===== src/rtl/core/sfw_pkg.sv =====
// ----------------------------------------------------------------------------
// sfw_pkg
// Shared constants for the square-free word checker.
// ----------------------------------------------------------------------------
package sfw_pkg;

  // Parameter defaults
  localparam int MAX_SYMBOLS_DEF  = 16;
  localparam int SYMBOL_WIDTH_DEF = 3;

  // Fixed field widths of the request
  localparam int WORD_BITS_W = 48;
  localparam int WORD_LEN_W  = 5;

endpackage


===== src/rtl/core/square_free_word_check.sv =====
// ----------------------------------------------------------------------------
// square_free_word_check
// Decides whether a packed word holds no adjacent repeated factor (xx).
// ----------------------------------------------------------------------------
//  channel   ports                                   handshake
//  request   in_word_bits, in_word_length            start / busy
//  result    out_square_free                         out_valid (1-cycle strobe)
//
//  A request tests one half-length per cycle, 1 .. MAX_SYMBOLS/2
//  (8 at the defaults), on the single match unit that checks all start
//  positions of one half-length at once. A square ends the search early.
//  The result strobes on the cycle after the last test; busy is already low
//  then, so the next request may be taken in that cycle.
//  Reset clears the sequencer and the strobe. The receiver cannot stall.
// ----------------------------------------------------------------------------
module square_free_word_check
  import sfw_pkg::*;
#(
  parameter int MAX_SYMBOLS  = MAX_SYMBOLS_DEF,
  parameter int SYMBOL_WIDTH = SYMBOL_WIDTH_DEF
) (
  input  logic                   clk,
  input  logic                   rst_n,
  input  logic                   start,
  output logic                   busy,
  input  logic [WORD_BITS_W-1:0] in_word_bits,
  input  logic [WORD_LEN_W-1:0]  in_word_length,
  output logic                   out_valid,
  output logic                   out_square_free
);

  localparam int WORD_W = MAX_SYMBOLS * SYMBOL_WIDTH;
  localparam int EXT_W  = (WORD_W > WORD_BITS_W) ? WORD_W : WORD_BITS_W;
  localparam int LEN_W  = $clog2(MAX_SYMBOLS + 1);
  localparam int HALF_W = $clog2(MAX_SYMBOLS / 2 + 1);
  localparam int CW     = LEN_W + 2;

  localparam logic ST_IDLE = 1'b0;
  localparam logic ST_RUN  = 1'b1;

  logic              state_r,   state_nxt;
  logic [WORD_W-1:0] sym_r,     sym_nxt;
  logic [LEN_W-1:0]  len_r,     len_nxt;
  logic [HALF_W-1:0] half_r,    half_nxt;
  logic              valid_r,   valid_nxt;
  logic              sqfree_r,  sqfree_nxt;

  logic [EXT_W-1:0]  word_ext;
  logic              accept;
  logic              hit;
  logic [CW-1:0]     len_ext;
  logic [CW-1:0]     two_half;
  logic [CW-1:0]     two_next;

  assign accept   = start && (state_r == ST_IDLE);
  assign word_ext = EXT_W'(in_word_bits);
  assign len_ext  = CW'(len_r);
  assign two_half = {CW'(half_r)} << 1;
  assign two_next = two_half + CW'(2);

  sfw_match_unit #(
    .MAX_SYMBOLS  (MAX_SYMBOLS),
    .SYMBOL_WIDTH (SYMBOL_WIDTH)
  ) u_match (
    .sym_i  (sym_r),
    .len_i  (len_r),
    .half_i (half_r),
    .hit_o  (hit)
  );

  always_comb begin
    state_nxt  = state_r;
    sym_nxt    = sym_r;
    len_nxt    = len_r;
    half_nxt   = half_r;
    valid_nxt  = 1'b0;
    sqfree_nxt = sqfree_r;
    case (state_r)
      ST_IDLE: begin
        if (accept) begin
          sym_nxt   = word_ext[WORD_W-1:0];
          len_nxt   = (in_word_length > WORD_LEN_W'(MAX_SYMBOLS)) ?
                      LEN_W'(MAX_SYMBOLS) : LEN_W'(in_word_length);
          half_nxt  = HALF_W'(1);
          state_nxt = ST_RUN;
        end
      end
      ST_RUN: begin
        if (two_half > len_ext) begin
          // length 0 or 1
          sqfree_nxt = 1'b1;
          valid_nxt  = 1'b1;
          state_nxt  = ST_IDLE;
        end else if (hit || (two_next > len_ext)) begin
          sqfree_nxt = !hit;
          valid_nxt  = 1'b1;
          state_nxt  = ST_IDLE;
        end else begin
          half_nxt = half_r + HALF_W'(1);
        end
      end
      default: begin
        state_nxt = ST_IDLE;
      end
    endcase
  end

  always_ff @(posedge clk) begin
    if (!rst_n) begin
      state_r <= ST_IDLE;
      valid_r <= 1'b0;
    end else begin
      state_r <= state_nxt;
      valid_r <= valid_nxt;
    end
  end

  always_ff @(posedge clk) begin
    sym_r    <= sym_nxt;
    len_r    <= len_nxt;
    half_r   <= half_nxt;
    sqfree_r <= sqfree_nxt;
  end

  assign busy            = (state_r == ST_RUN);
  assign out_valid       = valid_r;
  assign out_square_free = sqfree_r;

  // result strobe only ever leaves the sequencer idle
  a_valid_idle: assert property (@(posedge clk) disable iff (!rst_n)
    valid_r |-> (state_r == ST_IDLE))
    else $error("result strobe while sequencer running");

  a_accept_run: assert property (@(posedge clk) disable iff (!rst_n)
    accept |=> (state_r == ST_RUN))
    else $error("accepted request did not start the search");

  a_half_bound: assert property (@(posedge clk) disable iff (!rst_n)
    (state_r == ST_RUN) |-> (CW'(half_r) <= CW'(MAX_SYMBOLS / 2)))
    else $error("half-length beyond word bound");

  a_one_shot: assert property (@(posedge clk) disable iff (!rst_n)
    valid_r |=> !valid_r)
    else $error("result strobe on back-to-back cycles");

endmodule


===== src/rtl/core/sfw_match_unit.sv =====
// ----------------------------------------------------------------------------
// sfw_match_unit
// Tests one square half-length: compares every symbol with the one half
// positions later and looks for a run of half matches inside the word.
// ----------------------------------------------------------------------------
module sfw_match_unit
  import sfw_pkg::*;
#(
  parameter int MAX_SYMBOLS  = MAX_SYMBOLS_DEF,
  parameter int SYMBOL_WIDTH = SYMBOL_WIDTH_DEF,
  localparam int WORD_W = MAX_SYMBOLS * SYMBOL_WIDTH,
  localparam int LEN_W  = $clog2(MAX_SYMBOLS + 1),
  localparam int HALF_W = $clog2(MAX_SYMBOLS / 2 + 1)
) (
  input  logic [WORD_W-1:0] sym_i,
  input  logic [LEN_W-1:0]  len_i,
  input  logic [HALF_W-1:0] half_i,
  output logic              hit_o
);

  localparam int SH_W = $clog2(WORD_W + 1);
  localparam int CW   = LEN_W + 2;

  logic [SH_W-1:0]        shamt;
  logic [WORD_W-1:0]      shifted;
  logic [MAX_SYMBOLS-1:0] eq;
  logic [MAX_SYMBOLS-1:0] hmask;
  logic [MAX_SYMBOLS-1:0] win;
  logic [CW-1:0]          two_half;
  logic [CW-1:0]          len_ext;

  assign shamt    = SH_W'(half_i) * SH_W'(SYMBOL_WIDTH);
  assign shifted  = sym_i >> shamt;
  assign hmask    = (MAX_SYMBOLS'(1) << half_i) - MAX_SYMBOLS'(1);
  assign two_half = {CW'(half_i)} << 1;
  assign len_ext  = CW'(len_i);

  always_comb begin
    for (int p = 0; p < MAX_SYMBOLS; p++) begin
      eq[p] = (sym_i[p*SYMBOL_WIDTH +: SYMBOL_WIDTH] ==
               shifted[p*SYMBOL_WIDTH +: SYMBOL_WIDTH]);
    end
  end

  // a square at start s needs eq[s .. s+half-1] and s + 2*half <= len
  always_comb begin
    hit_o = 1'b0;
    win   = '0;
    for (int s = 0; s < MAX_SYMBOLS; s++) begin
      win = (eq >> s) | ~hmask;
      if (((CW'(s) + two_half) <= len_ext) && (&win)) begin
        hit_o = 1'b1;
      end
    end
  end

endmodule


===== config.mk =====
export PLATFORM = sky130hd
export DESIGN_NAME = square_free_word_check
export DESIGN_NICKNAME = d
export VERILOG_FILES = /design/src/rtl/core/sfw_pkg.sv /design/src/rtl/core/square_free_word_check.sv /design/src/rtl/core/sfw_match_unit.sv
export SDC_FILE = /design/constraint.sdc
export NUM_CORES = 1
export LEC_CHECK = 0
export ABC_CLOCK_PERIOD_IN_PS = 7500
export BUFFER_PORTS_ARGS = -buffer_cell sky130_fd_sc_hd__buf_4
export CORE_UTILIZATION = 55
export CTS_CLUSTER_DIAMETER = 120
export DETAILED_ROUTE_END_ITERATION = 16
export PLACE_DENSITY = 0.71
export SLEW_MARGIN = 10
export SYNTH_ARGS = -nofsm -noshare
export SYNTH_HDL_FRONTEND = slang
export SYNTH_SLANG_ARGS = --single-unit

===== constraint.sdc =====
create_clock -name clk -period 7.5 [get_ports clk]
set_input_delay 1.5 -clock clk [delete_from_list [all_inputs] [get_ports clk]]
set_output_delay 1.5 -clock clk [all_outputs]
set_load 0.02 [all_outputs]

==> flow_metrics.py <==
metrics = {
    "clocking": {
        "cts_buffer_depth": 2,
        "cts-resized-gates": 0,
        "clk_pin_slew_ns": 0.05,
        "ctsHoldBuffers": 0,
        "numCtsBuffers": 9,
        "cts_setup_buffers": 0,
        "cts_tree": "done",
        "htreeDepth": 3,
        "ctsRootBufferMaster": "clkbuf_16",
        "cts.sinks": 60,
        "insertion_delay_ns": 0.34,
    },
    "setup_path": {
        "cp.buffers_inverters": 2,
        "startpoint_type": "register",
        "slowest_stage": "ha_4",
        "cp_max_fo": 63,
        "max_stage_delay_ns": 0.91,
        "crit_path_end_kind": "register",
        "crit_family": "compound AO/OA/AOI/OAI gates",
        "worstSetupPathType": "reg2reg",
        "cp.arrival_ns": 6.28,
        "cp_common_cell": "inv_1",
        "path_cells": "inv_1 > ha_4 > mux4_2 > mux2i_1 > nand4_1 > a2bb2oi_1 > o41ai_4 > inv_1 > a22oi_1 > or4b_1 > a22oi_2 > o311ai_2 > nand4b_1 > nand2_1",
        "crit_required_ns": 7.57,
    },
    "logic_synthesis": {
        "syn_area_um2": 9737,
        "yosysMostFrequentCell": "nand2_1",
        "synthTopCellsByCount": "nand2_1, nor2_1, mux2i_1",
        "seq_area_frac_synth_pct": 18.30,
        "synth-edff-count": 58,
        "synth_nets": 1208,
        "synth_seq_cells": 60,
        "ys_types": 95,
        "avgSynthCellArea_um2": 8.756,
        "synth_top_flop_cell": "edfxtp_1",
        "yosys.area.top_type": "edfxtp_1",
        "syn-instance-count": 1112,
        "ys_warn_count": 0,
        "synth-async-reset-ratio_pct": 0,
        "synth_area_leaders": "edfxtp_1, mux4_2, mux2i_1, mux2_2, ha_1",
        "synth.top_cell.area_share_pct": 17.89,
    },
    "flow_run": {
        "max_cap_viol_count": 0,
    },
    "grt": {
        "grt.met1_usage_pct": 56.09,
        "grt_pass1_vias": 9284,
        "grt_pass1_wl_mm": 56.31,
        "met3_usage_pct": 8.446,
        "top_usage_layer": "met2",
        "grtUsageTotal_pct": 40.94,
        "met2_usage_pct": 61.23,
        "grt_max_degree": 64,
        "antenna_found_initial": 0,
        "grt_overflow": 0,
    },
    "cells_and_area": {
        "fin_util_pct": 60.77,
        "stdcell_count": 1337,
        "nFillCells": 1537,
        "drive_gt1_share_pct": 19.78,
        "area_growth_pct": 7.954,
        "antenna_cells": 0,
        "final_net_count": 1204,
    },
    "power": {
        "p_per_area_nw_per_um2": 338.9,
        "ir_drop_uv": 164.3,
        "p_leak_nw": 3.949,
    },
    "sta": {
        "clock.fmax_mhz": 161.1,
        "timing.clock.skew_ns": 0.007247,
        "period_share_pct": 82.76,
        "relSlewSlack_pct": 20.22,
        "finalHoldViolations": 0,
        "worst_pin_slew_ns": 1.192,
        "whs_ns": 0.6141,
        "layout_min_cycle_time_ns": 6.207,
        "rsz0062_at_grt": "no",
        "final.setup.tns_ns": 0,
        "slew_violations": 0,
        "setup_violations": 0,
    },
    "die": {
        "die_w_um": 135.1,
        "start_util_pct": 56.29,
        "design.die.area_um2": 18240,
        "ios": 59,
        "fp-row-count": 48,
        "die_h_um": 135.1,
        "coreArea_um2": 17300,
    },
    "routing": {
        "drc": 0,
        "ant_nets": 0,
        "drt-total-wl_mm": 36.80,
        "first_iter_violations": 1776,
        "via_count": 10074,
        "avgRoutedWirePerCell_um": 27.53,
        "dr.pass1.iters": 7,
        "viasPerCell": 7.535,
    },
    "place": {
        "portBuffers": 58,
        "placed_cells": 1322,
        "place_congestion": 1.030,
        "hpwl_mm": 27.09,
    },
    "outcome": {
        "outcome": "complete, no violations",
    },
    "hold_path": {
        "worst_hold_path_type": "reg2reg",
    },
}
[state kept, by name (all words and copies together) (netlist names)]
register and count:
sym_r 48, busy 1, len_r 5, half_r 4, out_square_free 1, out_valid 1
[per-layer routing]
metal	up-vias	share of wire (%)
li1	4391	-
met1	4754	39
met2	779	44
met3	150	12
met4	0	5.3
met5	-	0
[path summary, 6_finish.rpt]
| path | startpoint | cells after the start | endpoint | slack, ns |
|---|---|---|---|---|
| max | half_r[1]$_SDFFCE_PN0P_ | 14 | half_r[0]$_SDFFCE_PN1P_ | 1.29 |
| min | busy$_SDFF_PN0_ | 1 | half_r[0]$_SDFFCE_PN1P_ | 0.61 |
| max reg2reg | half_r[1]$_SDFFCE_PN0P_ | 14 | half_r[0]$_SDFFCE_PN1P_ | 1.29 |
| min reg2reg | busy$_SDFF_PN0_ | 1 | half_r[0]$_SDFFCE_PN1P_ | 0.61 |
[power by group]
group	switching [mW]	internal (mW)
sequential	0.0559	0.403
combinational	1.66	1.03
clock	0.159	0.252
total	1.88	1.68
[cell usage in the layout, fill, tap and decap left out, drive strengths merged, types with 17 or more instances in the layout]
| master | instances |
|---|---|
| o21ai | 49 |
| o22ai | 19 |
| xnor2 | 17 |
| a21oi | 51 |
| mux2 | 51 |
| o211ai | 21 |
| ha | 39 |
| nand2 | 82 |
| inv | 27 |
| nand3 | 43 |
| nor3 | 34 |
| nor2 | 77 |
| buf | 80 |
| mux4 | 48 |
| a211oi | 19 |
| a22oi | 21 |
| mux2i | 76 |
| xor2 | 21 |
| edfxtp | 58 |
[metrics by stage]
stage / setup slack (ns) / power (mW) / instance area, um^2
2_1_floorplan: 1.581 / 2.347 / 9737
3_3_place_gp: 1.460 / 3.025 / 10230
3_5_place_dp: 1.398 / 3.025 / 10230
4_1_cts: 1.412 / 3.449 / 10510
5_1_grt: 1.087 / 3.712 / 10510
6_report: 1.293 / 3.562 / 10510
[layout make-up]
type | instances | area (um^2) | share of cell area (%)
timing repair buffer | 80 | 613.1 | 5.833
clock inverter | 6 | 56.30 | 0.5357
sequential | 60 | 1782 | 16.95
multi-input combinational | 928 | 7445 | 70.83
clock buffer | 9 | 225.2 | 2.143
inverter | 29 | 108.9 | 1.036
tap | 225 | 281.5 | 2.678
[worst reg2reg max path: cells and delay by family (launching register included)]
kind            cells  cell delay [ns]
compound gates      5             1.64
fa+ha+maj           1             0.91
buf+inv             2             0.61
flops               1             0.58
mux                 2             1.08
simple gates        4             1.12
[cells by family after synthesis]
| family | count (synthesis) | share of synthesized area (%) |
|---|---|---|
| compound gates | 316 | 23.94 |
| xor+xnor | 38 | 3.418 |
| fa+ha+maj | 40 | 5.217 |
| buf+inv | 124 | 5.705 |
| flops | 60 | 18.30 |
| mux | 175 | 24.81 |
| simple gates | 359 | 18.61 |
No activity file was read; power rests on OpenSTA's default activity.
